### config.mk
export PLATFORM = sky130hd
export DESIGN_NAME = spi_master_four_mode
export DESIGN_NICKNAME = d
export VERILOG_FILES = /design/src/rtl/spimf_pkg.sv /design/src/rtl/spi_master_four_mode.sv
export SDC_FILE = /design/constraint.sdc
export NUM_CORES = 1
export LEC_CHECK = 0
export BUFFER_PORTS_ARGS = -buffer_cell sky130_fd_sc_hd__buf_2
export CORE_UTILIZATION = 35
export CTS_BUF_LIST = sky130_fd_sc_hd__clkbuf_16
export CTS_CLUSTER_DIAMETER = 40
export DETAILED_ROUTE_END_ITERATION = 7
export PLACE_DENSITY = 0.52
export SYNTH_ARGS = -nofsm -noshare
export SYNTH_HDL_FRONTEND = slang
export SYNTH_SLANG_ARGS = --single-unit
export TNS_END_PERCENT = 20
### constraint.sdc
create_clock -name clk -period 4.5 [get_ports clk]
set_input_delay 0.9 -clock clk [delete_from_list [all_inputs] [get_ports clk]]
set_output_delay 0.9 -clock clk [all_outputs]
set_load 0.02 [all_outputs]
### src/rtl/spimf_pkg.sv
// Shared constants for the four-mode SPI master.
// Word sizes, item kind codes and configuration register indexes.
// No dependencies.
package spimf_pkg;

  localparam int MAX_WORD_BITS = 16;
  localparam int WORD_W        = 16;
  localparam int NARROW_LEN    = 8;
  localparam int WIDE_LEN      = (MAX_WORD_BITS < 16) ? MAX_WORD_BITS : 16;
  localparam int BITS_W        = $clog2(MAX_WORD_BITS + 1);

  typedef enum logic {
    KIND_OFFER = 1'b0,
    KIND_TICK  = 1'b1
  } item_kind_t;

  typedef enum logic {
    CFG_SPI_MODE   = 1'b0,
    CFG_WIDE_WORDS = 1'b1
  } cfg_index_t;

  typedef logic [MAX_WORD_BITS-1:0] shift_t;
  typedef logic [WORD_W-1:0]        word_t;
  typedef logic [BITS_W-1:0]        bit_count_t;

endpackage

### src/rtl/spi_master_four_mode.sv
// SPI master, SPI modes 0 to 3 (CPOL/CPHA), 8/16-bit words, MSB first.
// Bus state update and registered result stage. Uses spimf_pkg.
//
//   channel | signals                                           | direction
//   --------+---------------------------------------------------+----------
//   in      | in_valid, in_stall, kind/tx_word/frame_end/miso    | to block
//   out     | out_valid, out_stall, pin levels, rx_word, flags   | from block
//   cfg     | cfg_wr_en, cfg_index, cfg_data                     | to block
//
// One transaction per clock while in_stall is low: the bus state is updated at the
// accepting edge and the result is in the output register the cycle after.
// in_stall follows out_stall only while a result is held in the output register.
// Sync reset (rst_n low): select state high, SCK state low, mode 0, 8-bit words.
module spi_master_four_mode
  import spimf_pkg::*;
(
  input  logic        clk,
  input  logic        rst_n,

  input  logic        in_valid,
  output logic        in_stall,
  input  logic        in_kind,
  input  logic [15:0] in_tx_word,
  input  logic        in_frame_end,
  input  logic        in_miso_level,

  output logic        out_valid,
  input  logic        out_stall,
  output logic        out_sck_level,
  output logic        out_mosi_level,
  output logic        out_select_n,
  output logic [15:0] out_rx_word,
  output logic        out_word_done,
  output logic        out_busy_res,
  output logic        out_rejected,

  input  logic        cfg_wr_en,
  input  logic        cfg_index,
  input  logic [1:0]  cfg_data
);

  logic [1:0] spi_mode_r;
  logic       wide_words_r;

  shift_t     tx_shift_r,    tx_shift_nxt;
  word_t      rx_shift_r,    rx_shift_nxt;
  bit_count_t bits_left_r,   bits_left_nxt;
  logic       second_half_r, second_half_nxt;
  logic       active_r,      active_nxt;
  logic       end_pending_r, end_pending_nxt;
  logic       clock_pin_r,   clock_pin_nxt;
  logic       data_pin_r,    data_pin_nxt;
  logic       select_pin_r,  select_pin_nxt;

  logic       out_valid_r;
  word_t      rx_word_r,     rx_word_nxt;
  logic       word_done_r,   word_done_nxt;
  logic       rejected_r,    rejected_nxt;

  logic       accept;
  logic       cpol, cpha;
  shift_t     narrow_load, wide_load, tx_after;
  bit_count_t bits_dec;

  assign in_stall = out_valid_r & out_stall;
  assign accept   = in_valid & ~in_stall;
  assign cpol     = spi_mode_r[1];
  assign cpha     = spi_mode_r[0];

  // word sits left-aligned in the shifter
  assign narrow_load = MAX_WORD_BITS'(in_tx_word[NARROW_LEN-1:0])
                       << (MAX_WORD_BITS - NARROW_LEN);
  assign wide_load   = MAX_WORD_BITS'(in_tx_word[WIDE_LEN-1:0])
                       << (MAX_WORD_BITS - WIDE_LEN);
  assign tx_after    = tx_shift_r << 1;
  assign bits_dec    = (bits_left_r != '0) ? bits_left_r - 1'b1 : bits_left_r;

  always_comb begin
    tx_shift_nxt    = tx_shift_r;
    rx_shift_nxt    = rx_shift_r;
    bits_left_nxt   = bits_left_r;
    second_half_nxt = second_half_r;
    active_nxt      = active_r;
    end_pending_nxt = end_pending_r;
    clock_pin_nxt   = clock_pin_r;
    data_pin_nxt    = data_pin_r;
    select_pin_nxt  = select_pin_r;
    rx_word_nxt     = '0;
    word_done_nxt   = 1'b0;
    rejected_nxt    = 1'b0;

    if (accept) begin
      if (item_kind_t'(in_kind) == KIND_OFFER) begin
        if (active_r) begin
          rejected_nxt = 1'b1;
        end else begin
          tx_shift_nxt    = wide_words_r ? wide_load : narrow_load;
          rx_shift_nxt    = '0;
          bits_left_nxt   = wide_words_r ? BITS_W'(WIDE_LEN) : BITS_W'(NARROW_LEN);
          second_half_nxt = 1'b0;
          active_nxt      = 1'b1;
          end_pending_nxt = in_frame_end;
          select_pin_nxt  = 1'b0;
          clock_pin_nxt   = cpol;
          if (!cpha) begin
            data_pin_nxt = wide_words_r ? wide_load[MAX_WORD_BITS-1]
                                        : narrow_load[MAX_WORD_BITS-1];
          end
        end
      end else if (!active_r) begin
        clock_pin_nxt = cpol;
      end else if (!second_half_r) begin
        // leading edge
        clock_pin_nxt = ~cpol;
        if (!cpha) begin
          rx_shift_nxt = {rx_shift_r[WORD_W-2:0], in_miso_level};
        end else begin
          data_pin_nxt = tx_shift_r[MAX_WORD_BITS-1];
          tx_shift_nxt = tx_after;
        end
        second_half_nxt = 1'b1;
      end else begin
        // trailing edge
        clock_pin_nxt = cpol;
        if (cpha) begin
          rx_shift_nxt = {rx_shift_r[WORD_W-2:0], in_miso_level};
        end else begin
          tx_shift_nxt = tx_after;
        end
        second_half_nxt = 1'b0;
        bits_left_nxt   = bits_dec;
        if (bits_dec == '0) begin
          word_done_nxt   = 1'b1;
          rx_word_nxt     = cpha ? {rx_shift_r[WORD_W-2:0], in_miso_level} : rx_shift_r;
          active_nxt      = 1'b0;
          end_pending_nxt = 1'b0;
          if (end_pending_r) begin
            select_pin_nxt = 1'b1;
          end
        end else if (!cpha) begin
          data_pin_nxt = tx_after[MAX_WORD_BITS-1];
        end
      end
    end else if (cfg_wr_en && cfg_index_t'(cfg_index) == CFG_SPI_MODE && !active_r) begin
      // idle clock follows a new polarity at once
      clock_pin_nxt = cfg_data[1];
    end
  end

  always_ff @(posedge clk) begin
    if (!rst_n) begin
      spi_mode_r   <= 2'b00;
      wide_words_r <= 1'b0;
    end else if (cfg_wr_en) begin
      unique case (cfg_index_t'(cfg_index))
        CFG_SPI_MODE:   spi_mode_r   <= cfg_data;
        CFG_WIDE_WORDS: wide_words_r <= cfg_data[0];
        default: ;
      endcase
    end
  end

  always_ff @(posedge clk) begin
    if (!rst_n) begin
      tx_shift_r    <= '0;
      rx_shift_r    <= '0;
      bits_left_r   <= '0;
      second_half_r <= 1'b0;
      active_r      <= 1'b0;
      end_pending_r <= 1'b0;
      clock_pin_r   <= 1'b0;
      data_pin_r    <= 1'b0;
      select_pin_r  <= 1'b1;
      out_valid_r   <= 1'b0;
    end else begin
      tx_shift_r    <= tx_shift_nxt;
      rx_shift_r    <= rx_shift_nxt;
      bits_left_r   <= bits_left_nxt;
      second_half_r <= second_half_nxt;
      active_r      <= active_nxt;
      end_pending_r <= end_pending_nxt;
      clock_pin_r   <= clock_pin_nxt;
      data_pin_r    <= data_pin_nxt;
      select_pin_r  <= select_pin_nxt;
      if (accept) begin
        out_valid_r <= 1'b1;
      end else if (!out_stall) begin
        out_valid_r <= 1'b0;
      end
    end
  end

  // result payload, loaded with each accepted transaction
  logic sck_res_r, mosi_res_r, sel_res_r, busy_res_r;

  always_ff @(posedge clk) begin
    if (accept) begin
      sck_res_r   <= clock_pin_nxt;
      mosi_res_r  <= data_pin_nxt;
      sel_res_r   <= select_pin_nxt;
      busy_res_r  <= active_nxt;
      rx_word_r   <= rx_word_nxt;
      word_done_r <= word_done_nxt;
      rejected_r  <= rejected_nxt;
    end
  end

  assign out_valid      = out_valid_r;
  assign out_sck_level  = sck_res_r;
  assign out_mosi_level = mosi_res_r;
  assign out_select_n   = sel_res_r;
  assign out_rx_word    = rx_word_r;
  assign out_word_done  = word_done_r;
  assign out_busy_res   = busy_res_r;
  assign out_rejected   = rejected_r;

endmodule
==> results_dict.tcl <==
set metrics [dict create \
    status "finished clean" \
    setup_viol_count_final 0 \
    whs_ns 0.4673 \
    area_growth_pct 17.47 \
    fmax_mhz 329.7 \
    htreeDepth 3 \
    nNetsFinal 402 \
    syn_avg_cell_area_um2 9.968 \
    start_util_pct 35.99 \
    dr.pass1.iters 4 \
    finalPower_mw 1.496 \
    yosysWarnings 0 \
    synthCells 332 \
    clock_skew_ns 0.006742 \
    path_class "in -> reg" \
    antenna_found_initial 0 \
    fin_area_mm2 0.003887 \
    async_flop_share_pct 0 \
    crit_required_ns 4.75 \
    die_area_mm2 0.009849 \
    drive_gt1_share_pct 20.37 \
    whs_path_depth 2 \
    crit_path_start_kind "primary input" \
    slew_headroom_pct 47.42 \
    overflow 0 \
    synth-main-ff-cell "dfxtp_1" \
    cts_tree "built" \
    cts_buffer_depth 2 \
    drt_iter0_drc 90 \
    n_fill_cell 933 \
    clk_latency_ns 0.33 \
    path_cells "buf_2 -> inv_1 -> ha_1 -> nand2_1 -> a21oi_2 -> o211ai_1 -> a21boi_0" \
    hp-class "reg -> reg" \
    p_leak_nw 1.411 \
    worst_slew_pin_slew_ns 0.7887 \
    critPathMaxStageDelay_ns 0.64 \
    place_ws_ns 1.170 \
    ant_nets 0 \
    grt_first_pass_wirelength_um 11300 \
    fin_util_pct 42.27 \
    setup_ws_ns 1.467 \
    hold_violations 0 \
    layout_min_cycle_time_ns 3.033 \
    track_usage_pct 14.58 \
    layoutNonFillerInstCount 489 \
    pwr-share-comb_pct 10.4 \
    cts_sinks 69 \
    gp_congestion 0.8069 \
    yosysUniqueCellTypes 54 \
    min_period_over_period_pct 67.39 \
    viasPerCell 5.188 \
    critPathMaxFanout 26 \
    seq_area_mm2 0.001602 \
    grt_pass1_vias 2318 \
    routed_wirelength_um 6764 \
    cp.arrival_ns 3.28 \
    antenna_cells 0 \
    post_cts_buffers 0 \
    postPlaceCellArea_mm2 0.003611 \
    wl_per_cell_um 13.83 \
    netSwitchingPower_mw 0.3906 \
    synth-edff-count 22 \
    cap_viol_max_count 0 \
    clkTransAtPathRegs_ns 0.06 \
    fp.dieW_um 99.24 \
    vdd_ir_drop_max_mv 0.1555 \
    grt_max_degree 53 \
    p_seq_share_pct 46.0 \
    yosysSeqAreaShare_pct 48.39 \
    rows 35 \
    cts_root_buf "clkbuf_16" \
    place_inst 473 \
    switching_share_pct 26.11 \
    floorplan.core_area_mm2 0.009196 \
    r2r_cells 7 \
    dr_total_vias 2537 \
    final-max-slew-violation-count 0 \
    slowest_stage "a21oi_2" \
    rrSetupSlack_ns 2.07 \
    ys_ff_latch 69 \
    die_h_um 99.24 \
    numCtsBuffers 9 \
    syn_nets 361 \
    internal_power_mw 1.105 \
    io_buffers 50 \
    netlist_area_mm2 0.003309 \
    cp-end-kind "register" \
    multiInputGateArea_mm2 0.001560 \
    clockPowerShare_pct 43.6 \
    finalSetupTns_ns 0 \
    rsz0062_at_grt "false" \
    route.detailed.drc 0 \
    ctsHoldBuffers 0 \
    dp_hpwl_um 4430 \
    ctsResizeCount 0 \
    io_pins 51 \
    p_per_area_mw_per_mm2 384.8 \
]
==> Yosys cell counts, types with 2 or more instances <==
cell type,number,area share [%]
nor3_1,3,0.45
clkbuf_1,16,1.8
o21ai_0,9,1.4
nor4b_1,2,0.53
a21oi_1,3,0.45
nor2b_1,23,4.3
or3_1,2,0.38
nor2_1,29,3.3
edfxtp_1,22,20
o211a_1,3,0.91
nand4b_1,2,0.53
nand2_1,30,3.4
inv_1,9,1.0
o211ai_1,12,2.7
ha_1,2,0.76
mux2i_1,30,9.1
nor4_1,3,0.57
a221oi_1,5,1.3
a22oi_1,17,3.9
dfxtp_1,47,28
a31oi_1,3,0.57
a21boi_0,10,2.3
nor3b_1,6,1.4
and2_1,3,0.57
nand2b_1,3,0.57
nand3_1,6,0.91
buf_2,4,0.60
a31o_2,2,0.53
==> worst max-delay path: cells and delay by family <==
family          cells  cell delay [ns]
compound gates      3             1.05
simple gates        1             0.15
buf+inv             2             0.77
fa+ha+maj           1             0.40
==> path summary, 6_finish.rpt <==
check	startpoint	end
setup / recovery	in_kind	tx_shift_r[9]
hold / removal	tx_shift_r[12]	tx_shift_r[12]
setup reg to reg	bits_left_r[0]	out_select_n
hold reg to reg	tx_shift_r[12]	tx_shift_r[12]
==> cell usage in the layout (no fill, tap or decap), drive strengths merged, types with 2 or more instances in the layout <==
master   n
a21boi  10
a21oi    4
a221oi   5
a22oi   17
a31o     2
a31oi    3
and2     3
buf     53
clkbuf   9
clkinv   6
dfxtp   47
edfxtp  22
ha       2
inv     10
mux2i   30
nand2   30
nand2b   3
nand3    6
nand4b   2
nor2    29
nor2b   23
nor3     3
nor3b    7
nor4     3
nor4b    3
o211a    3
o211ai  12
o21ai    9
or3      2
==> layer usage <==
layer / track usage [%] / share of wire [%] / vias to the layer above
li1: - / - / 1298
met1: 19.42 / 50 / 1163
met2: 22.60 / 44 / 64
met3: 2.952 / 4.2 / 12
met4: 7.127 / 1.9 / 0
met5: 0 / 0 / -
==> power groups by stage <==
stage                     Combinational, mW  Clock (mW)  Sequential (mW)
after floorplan                       0.101           0            0.710
after global placement                0.157           0            0.701
after detailed placement              0.157           0            0.701
after CTS                             0.158       0.667            0.688
after global routing                  0.173       0.697            0.691
final                                 0.156       0.652            0.688
==> cell type report <==
type / instances / share of cell area (%)
Sequential cell: 69 / 41.20
Tap cell: 111 / 3.573
Multi-Input combinational cell: 230 / 40.14
Timing Repair Buffer: 53 / 7.016
Inverter: 10 / 0.9656
Clock buffer: 9 / 5.793
Clock inverter: 7 / 1.320
==> state kept, by name (all words and copies together), names as in the netlist <==
register and count:
tx_shift_r 16, end_pending_r 1, bits_left_r 5, data_pin_r 1, out_busy_res 1, out_sck_level 1, out_mosi_level 1, out_word_done 1
out_valid 1, select_pin_r 1, out_rejected 1, rx_shift_r 16, spi_mode_r 2, active_r 1, second_half_r 1, out_rx_word 16
wide_words_r 1, out_select_n 1, clock_pin_r 1
==> kinds of logic (layout without fill, tap and decap cells) <==
group | Yosys count | count (layout) | share of synthesized area (%)
xor gates and xnor gates | 1 | 1 | 0.2647
buffers and inverters | 33 | 79 | 4.461
AOI/OAI and AO/OA | 79 | 79 | 18.26
DFF | 69 | 69 | 48.39
and+or+nand+nor | 118 | 118 | 18.79
muxes | 30 | 30 | 9.074
adders and majority gates | 2 | 2 | 0.7560
No activity file was read; power rests on OpenSTA's default activity.
